## config.mk

```make
export PLATFORM = sky130hd
export DESIGN_NAME = texel_format_codec
export DESIGN_NICKNAME = d
export VERILOG_FILES = /design/src/design/texfc_pkg.sv /design/src/design/texfc_front.sv /design/src/design/texfc_fifo.sv /design/src/design/texfc_back.sv /design/src/design/texel_format_codec.sv
export SDC_FILE = /design/constraint.sdc
export NUM_CORES = 1
export LEC_CHECK = 0
export BUFFER_PORTS_ARGS = -buffer_cell sky130_fd_sc_hd__buf_2
export CORE_MARGIN = 2
export CORE_UTILIZATION = 56
export DETAILED_ROUTE_END_ITERATION = 10
export PLACE_DENSITY = 0.9
export SKIP_CTS_REPAIR_TIMING = 1
export SYNTH_ARGS = -nofsm -noshare
export SYNTH_HDL_FRONTEND = slang
export SYNTH_SLANG_ARGS = --single-unit
export TNS_END_PERCENT = 5
```

## constraint.sdc

```tcl
create_clock -name clk -period 4.6 [get_ports clk]
set_clock_uncertainty 0.1 [all_clocks]
set_input_delay 0.69 -clock clk [delete_from_list [all_inputs] [get_ports clk]]
set_output_delay 0.69 -clock clk [all_outputs]
set_load 0.02 [all_outputs]
```

## src/design/texfc_pkg.sv

```systemverilog
// ----------------------------------------------------------------------------
// texfc_pkg
// Shared codes, widths and the queue entry type of the texel format codec.
// ----------------------------------------------------------------------------
package texfc_pkg;

    localparam int FIFO_DEPTH = 2;
    localparam int PTR_W      = $clog2(FIFO_DEPTH);
    localparam int CNT_W      = $clog2(FIFO_DEPTH + 1);

    localparam logic [3:0] FMT_RGBA5551 = 4'd0;
    localparam logic [3:0] FMT_RGBA32   = 4'd1;
    localparam logic [3:0] FMT_I4       = 4'd2;
    localparam logic [3:0] FMT_I8       = 4'd3;
    localparam logic [3:0] FMT_IA4      = 4'd4;
    localparam logic [3:0] FMT_IA8      = 4'd5;
    localparam logic [3:0] FMT_IA16     = 4'd6;
    localparam logic [3:0] FMT_CI4      = 4'd7;
    localparam logic [3:0] FMT_CI8      = 4'd8;

    localparam logic CFG_FORMAT    = 1'b0;
    localparam logic CFG_DIRECTION = 1'b1;

    localparam logic DIR_DECODE = 1'b0;
    localparam logic DIR_ENCODE = 1'b1;

    localparam logic [2:0] BYTES_NONE = 3'd0;
    localparam logic [2:0] BYTES_ONE  = 3'd1;
    localparam logic [2:0] BYTES_TWO  = 3'd2;
    localparam logic [2:0] BYTES_FOUR = 3'd4;

    typedef struct packed {
        logic        dir;
        logic [3:0]  fmt;
        logic [31:0] data;
        logic [2:0]  nbytes;
    } entry_t;

endpackage

```

## src/design/texfc_front.sv

```systemverilog
// ----------------------------------------------------------------------------
// texfc_front
// Holds the configuration and the pending nibble, accepts input items and
// turns each one that causes results into a queue entry.
// ----------------------------------------------------------------------------
module texfc_front (
    input  logic                clk,
    input  logic                rst_n,
    input  logic                cfg_valid,
    output logic                cfg_ready,
    input  logic                cfg_index,
    input  logic [3:0]          cfg_data,
    input  logic                in_valid,
    output logic                in_stall,
    input  logic [31:0]         raw_word,
    input  logic [7:0]          red,
    input  logic [7:0]          green,
    input  logic [7:0]          blue,
    input  logic [7:0]          alpha,
    input  logic                last_pixel,
    input  logic                queue_full,
    output logic                push,
    output texfc_pkg::entry_t   push_entry
);

    logic [3:0] fmt_reg;
    logic       dir_reg;
    logic [3:0] pend_nib_reg, pend_nib_next;
    logic       pend_valid_reg, pend_valid_next;
    logic       accept;
    logic       produce;
    logic       abit;
    logic       nibble_fmt;
    logic [3:0] nib;

    assign cfg_ready = 1'b1;
    assign in_stall  = queue_full;
    assign accept    = in_valid && !queue_full;
    assign abit      = |alpha;

    always_comb
    begin
        produce          = 1'b0;
        nibble_fmt       = 1'b0;
        nib              = 4'd0;
        pend_nib_next    = pend_nib_reg;
        pend_valid_next  = pend_valid_reg;
        push_entry.dir   = dir_reg;
        push_entry.fmt   = fmt_reg;
        push_entry.data  = raw_word;
        push_entry.nbytes = texfc_pkg::BYTES_NONE;
        if (dir_reg == texfc_pkg::DIR_DECODE)
        begin
            produce = (fmt_reg <= texfc_pkg::FMT_CI8);
        end
        else
        begin
            unique case (fmt_reg) inside
                texfc_pkg::FMT_RGBA5551:
                begin
                    produce = 1'b1;
                    push_entry.data = {16'd0, red[7:3], green[7:3], blue[7:3], abit};
                    push_entry.nbytes = texfc_pkg::BYTES_TWO;
                end
                texfc_pkg::FMT_RGBA32:
                begin
                    produce = 1'b1;
                    push_entry.data = {red, green, blue, alpha};
                    push_entry.nbytes = texfc_pkg::BYTES_FOUR;
                end
                texfc_pkg::FMT_I8, texfc_pkg::FMT_CI8:
                begin
                    produce = 1'b1;
                    push_entry.data = {24'd0, red};
                    push_entry.nbytes = texfc_pkg::BYTES_ONE;
                end
                texfc_pkg::FMT_IA8:
                begin
                    produce = 1'b1;
                    push_entry.data = {24'd0, red[7:4], alpha[7:4]};
                    push_entry.nbytes = texfc_pkg::BYTES_ONE;
                end
                texfc_pkg::FMT_IA16:
                begin
                    produce = 1'b1;
                    push_entry.data = {16'd0, red, alpha};
                    push_entry.nbytes = texfc_pkg::BYTES_TWO;
                end
                texfc_pkg::FMT_I4, texfc_pkg::FMT_CI4:
                begin
                    nibble_fmt = 1'b1;
                    nib = red[7:4];
                end
                texfc_pkg::FMT_IA4:
                begin
                    nibble_fmt = 1'b1;
                    nib = {red[7:5], abit};
                end
                default:
                begin
                    produce = 1'b0;
                end
            endcase
            if (nibble_fmt)
            begin
                push_entry.nbytes = texfc_pkg::BYTES_ONE;
                if (pend_valid_reg)
                begin
                    produce = 1'b1;
                    push_entry.data = {24'd0, pend_nib_reg, nib};
                    pend_valid_next = 1'b0;
                    pend_nib_next = 4'd0;
                end
                else if (last_pixel)
                begin
                    produce = 1'b1;
                    push_entry.data = {24'd0, nib, 4'd0};
                end
                else
                begin
                    pend_valid_next = 1'b1;
                    pend_nib_next = nib;
                end
            end
        end
    end

    assign push = accept && produce;

    always_ff @(posedge clk or negedge rst_n)
    begin
        if (!rst_n)
        begin
            fmt_reg        <= texfc_pkg::FMT_RGBA5551;
            dir_reg        <= texfc_pkg::DIR_DECODE;
            pend_nib_reg   <= 4'd0;
            pend_valid_reg <= 1'b0;
        end
        else if (cfg_valid && cfg_ready)
        begin
            if (cfg_index == texfc_pkg::CFG_FORMAT)
            begin
                fmt_reg <= cfg_data;
            end
            else
            begin
                dir_reg        <= cfg_data[0];
                pend_nib_reg   <= 4'd0;
                pend_valid_reg <= 1'b0;
            end
        end
        else if (accept)
        begin
            pend_nib_reg   <= pend_nib_next;
            pend_valid_reg <= pend_valid_next;
        end
    end

endmodule

```

## src/design/texfc_fifo.sv

```systemverilog
// ----------------------------------------------------------------------------
// texfc_fifo
// Short queue of classified entries between the front and the back.
// ----------------------------------------------------------------------------
module texfc_fifo (
    input  logic                clk,
    input  logic                rst_n,
    input  logic                push,
    input  texfc_pkg::entry_t   push_entry,
    output logic                full,
    input  logic                pop,
    output logic                empty,
    output texfc_pkg::entry_t   head
);

    texfc_pkg::entry_t                  mem_reg [texfc_pkg::FIFO_DEPTH];
    logic [texfc_pkg::PTR_W-1:0]        wr_ptr_reg;
    logic [texfc_pkg::PTR_W-1:0]        rd_ptr_reg;
    logic [texfc_pkg::CNT_W-1:0]        count_reg, count_next;

    assign full  = (count_reg == texfc_pkg::CNT_W'(texfc_pkg::FIFO_DEPTH));
    assign empty = (count_reg == '0);
    assign head  = mem_reg[rd_ptr_reg];

    always_comb
    begin
        count_next = count_reg;
        if (push && !pop)
        begin
            count_next = count_reg + 1'b1;
        end
        else if (pop && !push)
        begin
            count_next = count_reg - 1'b1;
        end
    end

    always_ff @(posedge clk)
    begin
        if (push)
        begin
            mem_reg[wr_ptr_reg] <= push_entry;
        end
    end

    always_ff @(posedge clk or negedge rst_n)
    begin
        if (!rst_n)
        begin
            wr_ptr_reg <= '0;
            rd_ptr_reg <= '0;
            count_reg  <= '0;
        end
        else
        begin
            count_reg <= count_next;
            if (push)
            begin
                wr_ptr_reg <= (wr_ptr_reg == texfc_pkg::PTR_W'(texfc_pkg::FIFO_DEPTH - 1))
                              ? '0 : wr_ptr_reg + 1'b1;
            end
            if (pop)
            begin
                rd_ptr_reg <= (rd_ptr_reg == texfc_pkg::PTR_W'(texfc_pkg::FIFO_DEPTH - 1))
                              ? '0 : rd_ptr_reg + 1'b1;
            end
        end
    end

endmodule

```

## src/design/texfc_back.sv

```systemverilog
// ----------------------------------------------------------------------------
// texfc_back
// Expands queue entries into result transactions and holds the output
// register.
// ----------------------------------------------------------------------------
module texfc_back (
    input  logic                clk,
    input  logic                rst_n,
    input  logic                empty,
    input  texfc_pkg::entry_t   head,
    output logic                pop,
    output logic                out_valid,
    input  logic                out_stall,
    output logic [7:0]          out_red,
    output logic [7:0]          out_green,
    output logic [7:0]          out_blue,
    output logic [7:0]          out_alpha,
    output logic [31:0]         out_raw,
    output logic [2:0]          out_bytes,
    output logic                last_of_run
);

    logic        valid_reg;
    logic        phase_reg;
    logic [7:0]  red_reg, green_reg, blue_reg, alpha_reg;
    logic [31:0] raw_reg;
    logic [2:0]  bytes_reg;
    logic        last_reg;

    logic        load;
    logic        two;
    logic        last;
    logic [3:0]  nib;
    logic [7:0]  by;
    logic [7:0]  r_next, g_next, b_next, a_next;

    assign load = !empty && (!valid_reg || !out_stall);
    assign by   = head.data[7:0];
    assign nib  = phase_reg ? by[3:0] : by[7:4];
    assign two  = (head.dir == texfc_pkg::DIR_DECODE) &&
                  ((head.fmt == texfc_pkg::FMT_I4) || (head.fmt == texfc_pkg::FMT_CI4) ||
                   (head.fmt == texfc_pkg::FMT_IA4));
    assign last = !two || phase_reg;
    assign pop  = load && last;

    always_comb
    begin
        r_next = 8'd0;
        g_next = 8'd0;
        b_next = 8'd0;
        a_next = 8'd0;
        if (head.dir == texfc_pkg::DIR_DECODE)
        begin
            unique case (head.fmt) inside
                texfc_pkg::FMT_RGBA5551:
                begin
                    r_next = {head.data[15:11], 3'd0};
                    g_next = {head.data[10:6], 3'd0};
                    b_next = {head.data[5:1], 3'd0};
                    a_next = {8{head.data[0]}};
                end
                texfc_pkg::FMT_RGBA32:
                begin
                    r_next = head.data[31:24];
                    g_next = head.data[23:16];
                    b_next = head.data[15:8];
                    a_next = head.data[7:0];
                end
                texfc_pkg::FMT_I4, texfc_pkg::FMT_CI4:
                begin
                    r_next = {nib, 4'd0};
                    a_next = 8'hFF;
                end
                texfc_pkg::FMT_I8, texfc_pkg::FMT_CI8:
                begin
                    r_next = by;
                    a_next = 8'hFF;
                end
                texfc_pkg::FMT_IA4:
                begin
                    r_next = {nib[3:1], 5'd0};
                    a_next = {8{nib[0]}};
                end
                texfc_pkg::FMT_IA8:
                begin
                    r_next = {by[7:4], 4'd0};
                    a_next = {by[3:0], 4'd0};
                end
                texfc_pkg::FMT_IA16:
                begin
                    r_next = head.data[15:8];
                    a_next = head.data[7:0];
                end
                default:
                begin
                    r_next = 8'd0;
                end
            endcase
            if (head.fmt != texfc_pkg::FMT_RGBA5551 && head.fmt != texfc_pkg::FMT_RGBA32)
            begin
                g_next = r_next;
                b_next = r_next;
            end
        end
    end

    always_ff @(posedge clk)
    begin
        if (load)
        begin
            red_reg   <= r_next;
            green_reg <= g_next;
            blue_reg  <= b_next;
            alpha_reg <= a_next;
            raw_reg   <= (head.dir == texfc_pkg::DIR_DECODE) ? 32'd0 : head.data;
            bytes_reg <= (head.dir == texfc_pkg::DIR_DECODE) ? texfc_pkg::BYTES_NONE
                                                             : head.nbytes;
            last_reg  <= last;
        end
    end

    always_ff @(posedge clk or negedge rst_n)
    begin
        if (!rst_n)
        begin
            valid_reg <= 1'b0;
            phase_reg <= 1'b0;
        end
        else
        begin
            if (load)
            begin
                valid_reg <= 1'b1;
                phase_reg <= !last;
            end
            else if (!out_stall)
            begin
                valid_reg <= 1'b0;
            end
        end
    end

    assign out_valid   = valid_reg;
    assign out_red     = red_reg;
    assign out_green   = green_reg;
    assign out_blue    = blue_reg;
    assign out_alpha   = alpha_reg;
    assign out_raw     = raw_reg;
    assign out_bytes   = bytes_reg;
    assign last_of_run = last_reg;

endmodule

```

## src/design/texel_format_codec.sv

```systemverilog
// ----------------------------------------------------------------------------
// texel_format_codec
// Converts between nine packed texel formats and 8-bit RGBA in both
// directions.
// ----------------------------------------------------------------------------
// The configuration channel (cfg_valid, cfg_ready, cfg_index, cfg_data) sets
// the texel format (index 0) and the direction (index 1); it is always ready.
// A write to the direction clears any held 4-bit nibble.
// Input transactions carry a raw unit for decode or an RGBA pixel for
// encode; each causes zero, one or two result transactions, and the last
// result of an item is marked by last_of_run.
// The front accepts one item per cycle while the two-entry queue has room.
// An accepted item goes into the queue, then its result into the output
// register. While out_stall is low, one-result items sustain one item per
// cycle; the single output register sends one pixel per cycle.
// Reset clears the configuration to rgba5551 decode, empties the queue and
// drops the held nibble. While out_stall is high the output register holds,
// the queue fills and in_stall rises once both queue entries are taken.
// ----------------------------------------------------------------------------
module texel_format_codec (
    input  logic        clk,
    input  logic        rst_n,
    input  logic        cfg_valid,
    output logic        cfg_ready,
    input  logic        cfg_index,
    input  logic [3:0]  cfg_data,
    input  logic        in_valid,
    output logic        in_stall,
    input  logic [31:0] raw_word,
    input  logic [7:0]  red,
    input  logic [7:0]  green,
    input  logic [7:0]  blue,
    input  logic [7:0]  alpha,
    input  logic        last_pixel,
    output logic        out_valid,
    input  logic        out_stall,
    output logic [7:0]  out_red,
    output logic [7:0]  out_green,
    output logic [7:0]  out_blue,
    output logic [7:0]  out_alpha,
    output logic [31:0] out_raw,
    output logic [2:0]  out_bytes,
    output logic        last_of_run
);

    logic              push;
    logic              pop;
    logic              full;
    logic              empty;
    texfc_pkg::entry_t push_entry;
    texfc_pkg::entry_t head;

    texfc_front u_front (
        .clk        (clk),
        .rst_n      (rst_n),
        .cfg_valid  (cfg_valid),
        .cfg_ready  (cfg_ready),
        .cfg_index  (cfg_index),
        .cfg_data   (cfg_data),
        .in_valid   (in_valid),
        .in_stall   (in_stall),
        .raw_word   (raw_word),
        .red        (red),
        .green      (green),
        .blue       (blue),
        .alpha      (alpha),
        .last_pixel (last_pixel),
        .queue_full (full),
        .push       (push),
        .push_entry (push_entry)
    );

    texfc_fifo u_fifo (
        .clk        (clk),
        .rst_n      (rst_n),
        .push       (push),
        .push_entry (push_entry),
        .full       (full),
        .pop        (pop),
        .empty      (empty),
        .head       (head)
    );

    texfc_back u_back (
        .clk         (clk),
        .rst_n       (rst_n),
        .empty       (empty),
        .head        (head),
        .pop         (pop),
        .out_valid   (out_valid),
        .out_stall   (out_stall),
        .out_red     (out_red),
        .out_green   (out_green),
        .out_blue    (out_blue),
        .out_alpha   (out_alpha),
        .out_raw     (out_raw),
        .out_bytes   (out_bytes),
        .last_of_run (last_of_run)
    );

endmodule

```

==> metrics.yaml, run 1 <==
routed_wl_um: 20200
cp_top_family: "simple AND/OR/NAND/NOR gates"
rsz0062_at_grt: "no"
hp-class: "input port to asynchronous set/reset pin"
tightest_slew_ns: 1.18
fillers: 969
insertion_delay_ns: 0.43
synth_seq_cells: 164
dr.pass1.iters: 6
max_freq_ghz: 0.262
slew-limit-headroom_pct: 20.7
drt_iter0_drc: 674
drive_gt1_share_pct: 30.4
finalPower_mw: 6.18
antenna_left: 0
wire_per_inst_um: 20.9
r2r_start: "u_front.fmt_reg[2]"
grt_overflow: 0
dieArea_um2: 15200
cp_slowest_stage_delay_ns: 0.75
ys.flop_type: "edfxtp_1"
run_status: "finished clean"
die_h_um: 123
startpoint_type: "flop"
start_util_pct: 57.4
grt_antenna_before_repair: 1
portBuffers: 144
crit_type: "flop to flop"
cp-end-kind: "flop"
grt_pass1_wl_um: 31100
crit_slowest_cell: "dfrtp_1"
cts_max_level: 4
largest_reg_flops: 80
setup_viol: 0
num_io_pins: 146
die_w_um: 123
arrival_ns: 3.84
drc_errors: 0
gp_congestion: 1.01
maxCapViolCount: 0
async_reset_ff_share_pct: 9.76
layoutNonFillerInstCount: 966
syn_area_um2: 8000
setup_tns_ns: 0
synth_nets: 706
synthCells: 630
synthToLayoutAreaGrowth_pct: 18.5
dr_total_vias: 6002
synth.distinct_cells: 71
whs_ns: 0.0844
track_usage_pct: 27.8
crit_chain: "and3b_1, nor4_1, o21ai_1, nand2_2, a21oi_1, nor2b_4, buf_12"
synth_edf_count: 148
irDropWorstVdd_mv: 0.287
first_global_vias: 5674
crit_buf_inv: 1
critical_path.max_fanout: 27
dp_hpwl_um: 14600
post-route-period-util_pct: 82.9
grt_start_max_net_pins: 41
clockBufferDepth: 2
final_common_cell: "edfxtp_1"
cp-startpoint: "u_front.fmt_reg[2]"
via_per_inst: 6.21
finalHoldViolCount: 0
nets: 848
dpl.cell_count: 933
avgSynthCellArea_um2: 12.7
rows: 43
layout_common_cells: "148 x edfxtp_1, 144 x buf_2, 62 x nor2_1"
seq_area_frac_synth_pct: 60.6
clock-sinks: 164
pwr_density_cell_nw_per_um2: 653
synth_warnings: 0
stdcell_area_um2: 9470
cts.clk_slew.worst_paths_ns: 0.06
place_area_um2: 8880
maxSlewViolCount: 0
root_buffer: "clkbuf_16"
core_um2: 13900
cts_tree: "yes"
power.static_leakage_nw: 3.73
min_period_ns: 3.81
cts_buffers: 17
required_ns: 4.63
[power breakdown]
group          switching, mW  internal [mW]  leakage [nW]  total, mW
Combinational           1.52          0.805          1.83       2.32
Clock                  0.559          0.852         0.283       1.41
Sequential             0.226           2.22          1.61       2.45
[through the flow]
stage               worst slack (ns)  utilization [%]
floorplan                      0.737                -
global placement                1.08             63.7
detailed placement             0.912             63.7
CTS                            0.883             67.9
global route                   0.578             68.0
finish                         0.788             68.0
[cells by family (layout without fill, tap and decap cells)]
group | count (synthesis) | after routing | share of synthesized area, %
adders and majority gates | 1 | 1 | 0.156
muxes | 61 | 61 | 8.72
AOI/OAI and AO/OA | 169 | 169 | 15.1
and+or+nand+nor | 176 | 176 | 11.2
other | 1 | 2 | 0.0469
xor gates and xnor gates | 12 | 12 | 1.31
buffers and inverters | 46 | 201 | 2.91
DFF | 164 | 164 | 60.6
[worst paths after layout]
| kind | endpoint | slack, ns | cells after the start |
|---|---|---|---|
| worst max-delay path | u_fifo.mem_reg[0][11] | 0.79 | 7 |
| worst min-delay path | u_fifo.count_reg[0] | 0.08 | 1 |
| worst max register to register | u_fifo.mem_reg[0][11] | 0.79 | 7 |
| worst min register to register | u_back.out_valid | 0.40 | 2 |
| max in group asynchronous | u_fifo.rd_ptr_reg | 4.00 | 1 |
| min in group clk | u_back.out_valid | 0.38 | 3 |
[cells in the mapped netlist (all sizes together), types with 2 or more instances]
master | n | share of area [%]
a21o | 6 | 0.56
a21oi | 32 | 2.0
a221o | 3 | 0.38
a22o | 28 | 3.1
a22oi | 17 | 1.9
a31oi | 5 | 0.47
a32oi | 4 | 0.44
and2 | 4 | 0.31
and2b | 2 | 0.20
buf | 26 | 2.0
clkbuf | 6 | 0.28
dfrtp | 16 | 5.0
edfxtp | 148 | 56
inv | 14 | 0.66
mux2 | 20 | 2.8
mux2i | 37 | 4.7
mux4 | 4 | 1.2
nand2 | 46 | 2.2
nand2b | 4 | 0.41
nand3 | 3 | 0.19
nor2 | 64 | 3.1
nor2b | 23 | 1.9
nor3 | 7 | 0.44
nor3b | 5 | 0.53
nor4 | 5 | 0.55
o211ai | 4 | 0.38
o21a | 2 | 0.20
o21ai | 39 | 2.6
o221ai | 6 | 0.66
o22ai | 9 | 0.70
o2bb2ai | 2 | 0.22
o31ai | 3 | 0.47
o32ai | 2 | 0.22
or2 | 3 | 0.23
or3 | 2 | 0.16
or4 | 2 | 0.19
xnor2 | 6 | 0.66
xor2 | 6 | 0.66
[routing by layer]
metal | share of wire [%] | routed length [µm] | global-route usage [%]
met2 | 46 | 9330 | 42.1
met5 | 0 | 0 | 0
met4 | 2.9 | 595 | 12.4
met1 | 41 | 8290 | 38.6
met3 | 10 | 2030 | 6.27
[cell type report]
cell class                 count  area, µm²  share of cell area (%)
antenna                        1       2.50                  0.0264
clock buffer                  19        433                    4.57
timing repair buffer         155        816                    8.61
tap                          180        225                    2.38
sequential                   164       4850                    51.2
clock inverter                13        158                    1.66
inverter                      14       52.6                   0.555
multi-input combinational    420       2940                    31.0
No activity file was read; power rests on OpenSTA's default activity.
==> run 2: changes to the inputs <==
--- a/config.mk
+++ b/config.mk
@@ -5,6 +5,7 @@
 export SDC_FILE = /design/constraint.sdc
 export NUM_CORES = 1
 export LEC_CHECK = 0
+export ABC_AREA = 1
 export BUFFER_PORTS_ARGS = -buffer_cell sky130_fd_sc_hd__buf_2
 export CORE_MARGIN = 2
 export CORE_UTILIZATION = 56
==> constraint.sdc (replaced) <==
create_clock -name clk -period 3.6 [get_ports clk]
set_clock_uncertainty 0.1 [all_clocks]
set_input_delay 0.54 -clock clk [delete_from_list [all_inputs] [get_ports clk]]
set_output_delay 0.54 -clock clk [all_outputs]
set_load 0.02 [all_outputs]
==> metrics.yaml, run 2 <==
power.internal_mw: 5.10
layoutNonFillerInstCount: 1132
stdcell_area_um2: 9360
dr_total_vias: 6261
core_um2: 13800
synth_top_area_share_pct: 56.2
root_buffer: "clkbuf_16"
gp_congestion: 0.994
grt_pass1_wl_um: 30400
critical_path.max_fanout: 21
die_w_um: 123
whs_ns: 0.233
post-route-period-util_pct: 75.8
synth_edf_count: 148
cp_top_family: "simple AND/OR/NAND/NOR gates"
switching_power_mw: 3.46
dpl.cell_count: 1099
die_h_um: 123
required_ns: 3.64
slew-limit-headroom_pct: 53.1
num_antenna_cells: 0
synth_nets: 868
grt_start_max_net_pins: 60
grt_antenna_before_repair: 0
crit_type: "flop to flop"
cts_tree: "yes"
dieArea_um2: 15100
swShare_pct: 40.5
comb_power_share_pct: 40.3
grt_overflow: 0
maxCapViolCount: 0
crit_slowest_cell: "nor2_4"
setup_tns_ns: 0
synth_top_area_cell: "edfxtp_1"
via_per_inst: 5.53
seq_area_frac_synth_pct: 61.2
dp_hpwl_um: 14500
finalHoldViolCount: 0
cts.clk_slew.worst_paths_ns: 0.06
min_period_ns: 2.73
drc_errors: 0
num_io_pins: 146
cts_buffers: 17
synthSimpleGateAreaFrac_pct: 19.6
crit_chain: "inv_1, nor2_1, nand2_1, o21ai_1, inv_2, nand2_4, nand2_2, inv_2, nor2_2, nand2_1, nand3_1, nor2_4, buf_12"
cp-end-kind: "flop"
ys.flop_type: "edfxtp_1"
max_freq_ghz: 0.366
routed_wl_um: 19700
synth_xor_area_share_pct: 0.332
avgSynthCellArea_um2: 9.99
drt_iter0_drc: 772
synthCells: 792
synth_top_family_by_area: "simple AND/OR/NAND/NOR gates"
synth_seq_cells: 164
arrival_ns: 2.77
first_global_vias: 5852
crit_buf_inv: 4
final_common_cell: "nand2_1"
synth.distinct_cells: 44
synth_fa_ha_area_share_pct: 0.158
async_reset_ff_share_pct: 9.76
nets: 1015
rsz0062_at_grt: "no"
cp_slowest_stage_delay_ns: 0.51
hp-class: "input port to flop"
fin_util_pct: 67.7
track_usage_pct: 27.2
irDropWorstVdd_mv: 0.380
synth_commonest_cells: "198 x nand2_1, 148 x edfxtp_1, 84 x inv_1, 84 x nor2_1, 38 x o21ai_0"
synth_warnings: 0
insertion_delay_ns: 0.43
largest_reg_flops: 80
setup_viol: 0
drive_gt1_share_pct: 23.7
clock-sinks: 164
multi_input_area_um2: 2540
wire_per_inst_um: 17.4
yosys-top-cells-area: "edfxtp_1 56%, nand2_1 9.4%, dfrtp_1 5.1%, inv_1 4.0%, nor2_1 4.0%"
portBuffers: 144
fillers: 1026
start_util_pct: 57.2
power.static_leakage_nw: 4.20
p_seq_share_pct: 38.0
run_status: "finished clean"
synth_compound_area_share_pct: 9.41
seq_area_um2: 4850
maxSlewViolCount: 0
cts_max_level: 4
layout_common_cells: "198 x nand2_1, 148 x edfxtp_1, 144 x buf_2"
antenna_left: 0
clock_power_share_pct: 21.7
startpoint_type: "flop"
place_area_um2: 8750
tightest_slew_ns: 0.684
syn_area_um2: 7910
rows: 43
pwr_density_cell_nw_per_um2: 914
synthMostInstantiatedCell: "nand2_1"
synthToLayoutAreaGrowth_pct: 18.3
clockBufferDepth: 2
dr.pass1.iters: 6
synthMuxAreaShare_pct: 2.40
run 2: changes by cell type in the layout (fill, tap and decap cells not counted), moves of 7 or more:
cell and change:
o21ai_1 +17, mux2i_1 -15, nor2_1 +21, nor2b_1 -19, inv_1 +70, a22o_1 -28, nand3_1 +23, a22oi_1 -9
nor2_4 +7, nand2_2 +10, mux2_2 -20, nand2_1 +154
run 2: power by group through the flow:
stage | sequential, mW | clock [mW] | combinational, mW
3_5_place_dp | 3.29 | 0 | 3.39
2_1_floorplan | 3.73 | 0 | 1.99
5_1_grt | 3.31 | 1.94 | 3.79
3_3_place_gp | 3.25 | 0 | 3.30
4_1_cts | 3.26 | 1.86 | 3.42
6_report | 3.25 | 1.86 | 3.45
run 2: final timing paths:
path	depth (start not counted)	slack (ns)	to	startpoint
max	13	0.87	u_fifo.mem_reg[1][4]	u_front.fmt_reg[1]
min	3	0.23	u_back.out_valid	out_stall
max reg2reg	13	0.87	u_fifo.mem_reg[1][4]	u_front.fmt_reg[1]
min reg2reg	2	0.39	u_back.out_valid	u_back.out_valid
max in group asynchronous	2	2.63	u_fifo.rd_ptr_reg	rst_n
min in group asynchronous	2	0.47	u_front.pend_nib_reg[0]	rst_n
run 2: cells by family (layout without fill, tap and decap cells):
family                   Yosys count  count (layout)
AO/OA/AOI/OAI                    130             130
XOR/XNOR                           3               3
adder cells (fa/ha/maj)            1               1
buffers and inverters            117             277
flip-flops                       164             164
multiplexers                      19              19
other                              1               1
AND/OR/NAND/NOR                  357             357
run 2: through the flow:
step	setup slack, ns	power [mW]
2_1_floorplan	0.0740	5.72
3_3_place_gp	1.01	6.56
3_5_place_dp	0.908	6.68
4_1_cts	0.884	8.54
5_1_grt	0.639	9.04
6_report	0.871	8.56
run 2: worst min-delay path, cell delays in order:
cell     delay, ns
buf_2         0.07
nand2_1       0.05
nand2_1       0.06
run 2: per-layer routing:
metal  GRT usage (%)  part of all wire (%)
met1            37.3                    40
met2            43.1                    47
met3            4.97                   9.6
met4            11.1                   2.9
met5               0                     0
run 2: area by class of cell:
type,count,area share [%]
Sequential cell,164,51.8
Tap cell,180,2.41
Timing Repair Buffer,153,8.58
Inverter,92,3.72
Clock buffer,18,4.58
Multi-Input combinational cell,511,27.1
Clock inverter,14,1.87
==> run 3: changes to the inputs <==
--- a/config.mk
+++ b/config.mk
@@ -8,9 +8,9 @@
 export ABC_AREA = 1
 export BUFFER_PORTS_ARGS = -buffer_cell sky130_fd_sc_hd__buf_2
 export CORE_MARGIN = 2
-export CORE_UTILIZATION = 56
+export CORE_UTILIZATION = 51
 export DETAILED_ROUTE_END_ITERATION = 10
-export PLACE_DENSITY = 0.9
+export PLACE_DENSITY = 0.87
 export SKIP_CTS_REPAIR_TIMING = 1
 export SYNTH_ARGS = -nofsm -noshare
 export SYNTH_HDL_FRONTEND = slang
==> constraint.sdc (replaced) <==
create_clock -name clk -period 2.4 [get_ports clk]
set_clock_uncertainty 0.1 [all_clocks]
set_input_delay 0.36 -clock clk [delete_from_list [all_inputs] [get_ports clk]]
set_output_delay 0.36 -clock clk [all_outputs]
set_load 0.02 [all_outputs]
==> metrics.yaml, run 3 (synthesis results as in run 2) <==
crit_type: "flop to flop"
arrival_ns: 2.37
min_period_ns: 2.32
cp_slowest_stage_delay_ns: 0.45
dpl_worst_slack_ns: 0.0581
grt_overflow: 0
maxCapViolCount: 0
start_util_pct: 52.0
antenna_left: 0
irDropWorstVdd_mv: 0.634
dieArea_um2: 16500
final_common_cell: "nand2_1"
setup_slack_ns: 0.0805
die_w_um: 129
power.internal_mw: 7.56
drc_errors: 0
pwr_density_cell_nw_per_um2: 1340
cts_max_level: 4
place_area_um2: 8940
first_global_vias: 5979
setup_viol: 0
clock_power_share_pct: 19.4
portBuffers: 144
endpoint: "u_fifo.mem_reg[0][7]"
r2r_cells: 8
stdcell_area_um2: 9570
cts_buffers: 17
hp-class: "input port to flop"
drive_gt1_share_pct: 26.9
dr.pass1.iters: 5
reg2reg_to: "u_fifo.mem_reg[0][7]"
dr_total_vias: 6297
dp_hpwl_um: 14600
synthToLayoutAreaGrowth_pct: 21.0
comb_power_share_pct: 43.0
min_from: "out_stall"
gp_congestion: 0.960
crit_slowest_cell: "dfrtp_2"
track_usage_pct: 24.4
required_ns: 2.45
crit_top_cell: "o21ai_0"
num_io_pins: 146
routed_wl_um: 19800
root_buffer: "clkbuf_16"
crit_chain: "nor2_2, nand2_2, buf_4, inv_1, a22oi_1, o21ai_0, a21oi_1, o21ai_0"
drt_iter0_drc: 656
nets: 1031
largest_reg_flops: 80
via_per_inst: 5.45
num_antenna_cells: 0
grt_pass1_wl_um: 30700
cts_tree: "yes"
power.static_leakage_nw: 4.25
switching_power_mw: 5.26
grt_antenna_before_repair: 0
wire_per_inst_um: 17.1
swShare_pct: 41.0
finalHoldViolCount: 0
post-route-period-util_pct: 96.6
ff2ff_setup_slack_ns: 0.08
clockBufferDepth: 2
run_status: "finished clean"
max_freq_ghz: 0.431
critical_path.max_fanout: 8
cts.clk_slew.worst_paths_ns: 0.06
p_seq_share_pct: 37.5
layoutNonFillerInstCount: 1156
tightest_slew_ns: 0.666
insertion_delay_ns: 0.43
clock-sinks: 164
dpl.cell_count: 1119
cp-startpoint: "u_front.fmt_reg[1]"
layout_common_cells: "196 x nand2_1, 148 x edfxtp_1, 144 x buf_2"
startpoint_type: "flop"
rows: 45
r2r_start: "u_front.fmt_reg[1]"
grt_start_max_net_pins: 70
slew-limit-headroom_pct: 55.4
cp-end-kind: "flop"
die_h_um: 129
core_um2: 15200
maxSlewViolCount: 0
-- run 3: through the flow --
step                utilization [%]  hold slack, ns  setup TNS, ns  power (mW)
finish                         63.0          0.0827              0        12.8
global route                   63.0          0.0839        -0.0163        13.6
CTS                            62.4          -0.249              0        12.7
detailed placement             58.8           0.209              0        10.2
global placement               58.8           0.208              0        10.1
floorplan                         -         -0.0356         -0.697        8.64
-- run 3: cell type report --
class	count	area, µm²
fillers	1204	5630
repair buffers	169	986
clock inverters	14	116
multi-input cells	511	2590
well taps	188	235
inverters	92	358
flip-flops and latches	164	4850
clock buffers	18	429
-- run 3: critical path, delay by kind of cell, from the launching register on --
kind	cells	cell delay (ns)
AOI/OAI and AO/OA	4	0.77
DFF	1	0.45
buffers and inverters	2	0.38
and+or+nand+nor	2	0.33
-- run 3: how the worst min path moves through the flow --
stage	to	cells after the start	slack (ns)
2_1_floorplan	u_back.out_valid	0	-0.04
3_3_place_gp	u_front.pend_valid_reg	1	0.21
3_5_place_dp	u_front.pend_nib_reg[0]	1	0.21
4_1_cts	u_front.pend_nib_reg[0]	1	-0.25
5_1_grt	u_back.out_valid	3	0.08
6_report	u_back.out_valid	3	0.08
-- run 3: layer usage --
layer  part of all wire, %  routed length (µm)  vias up  track usage (%)
met2                    47                9250      374             38.8
met1                    42                8320     2872             33.1
met5                     0                   0        -                0
met3                   8.7                1730       59             6.15
met4                   2.6                 524        0             8.50
li1                      -                   -     2992                -
-- run 3: power by group through the flow --
stage | sequential, mW | clock (mW) | combinational [mW]
after floorplan | 5.58 | 0 | 3.06
after CTS | 4.82 | 2.51 | 5.40
after global routing | 4.89 | 2.63 | 6.03
after global placement | 4.84 | 0 | 5.25
final | 4.81 | 2.49 | 5.52
after detailed placement | 4.87 | 0 | 5.35
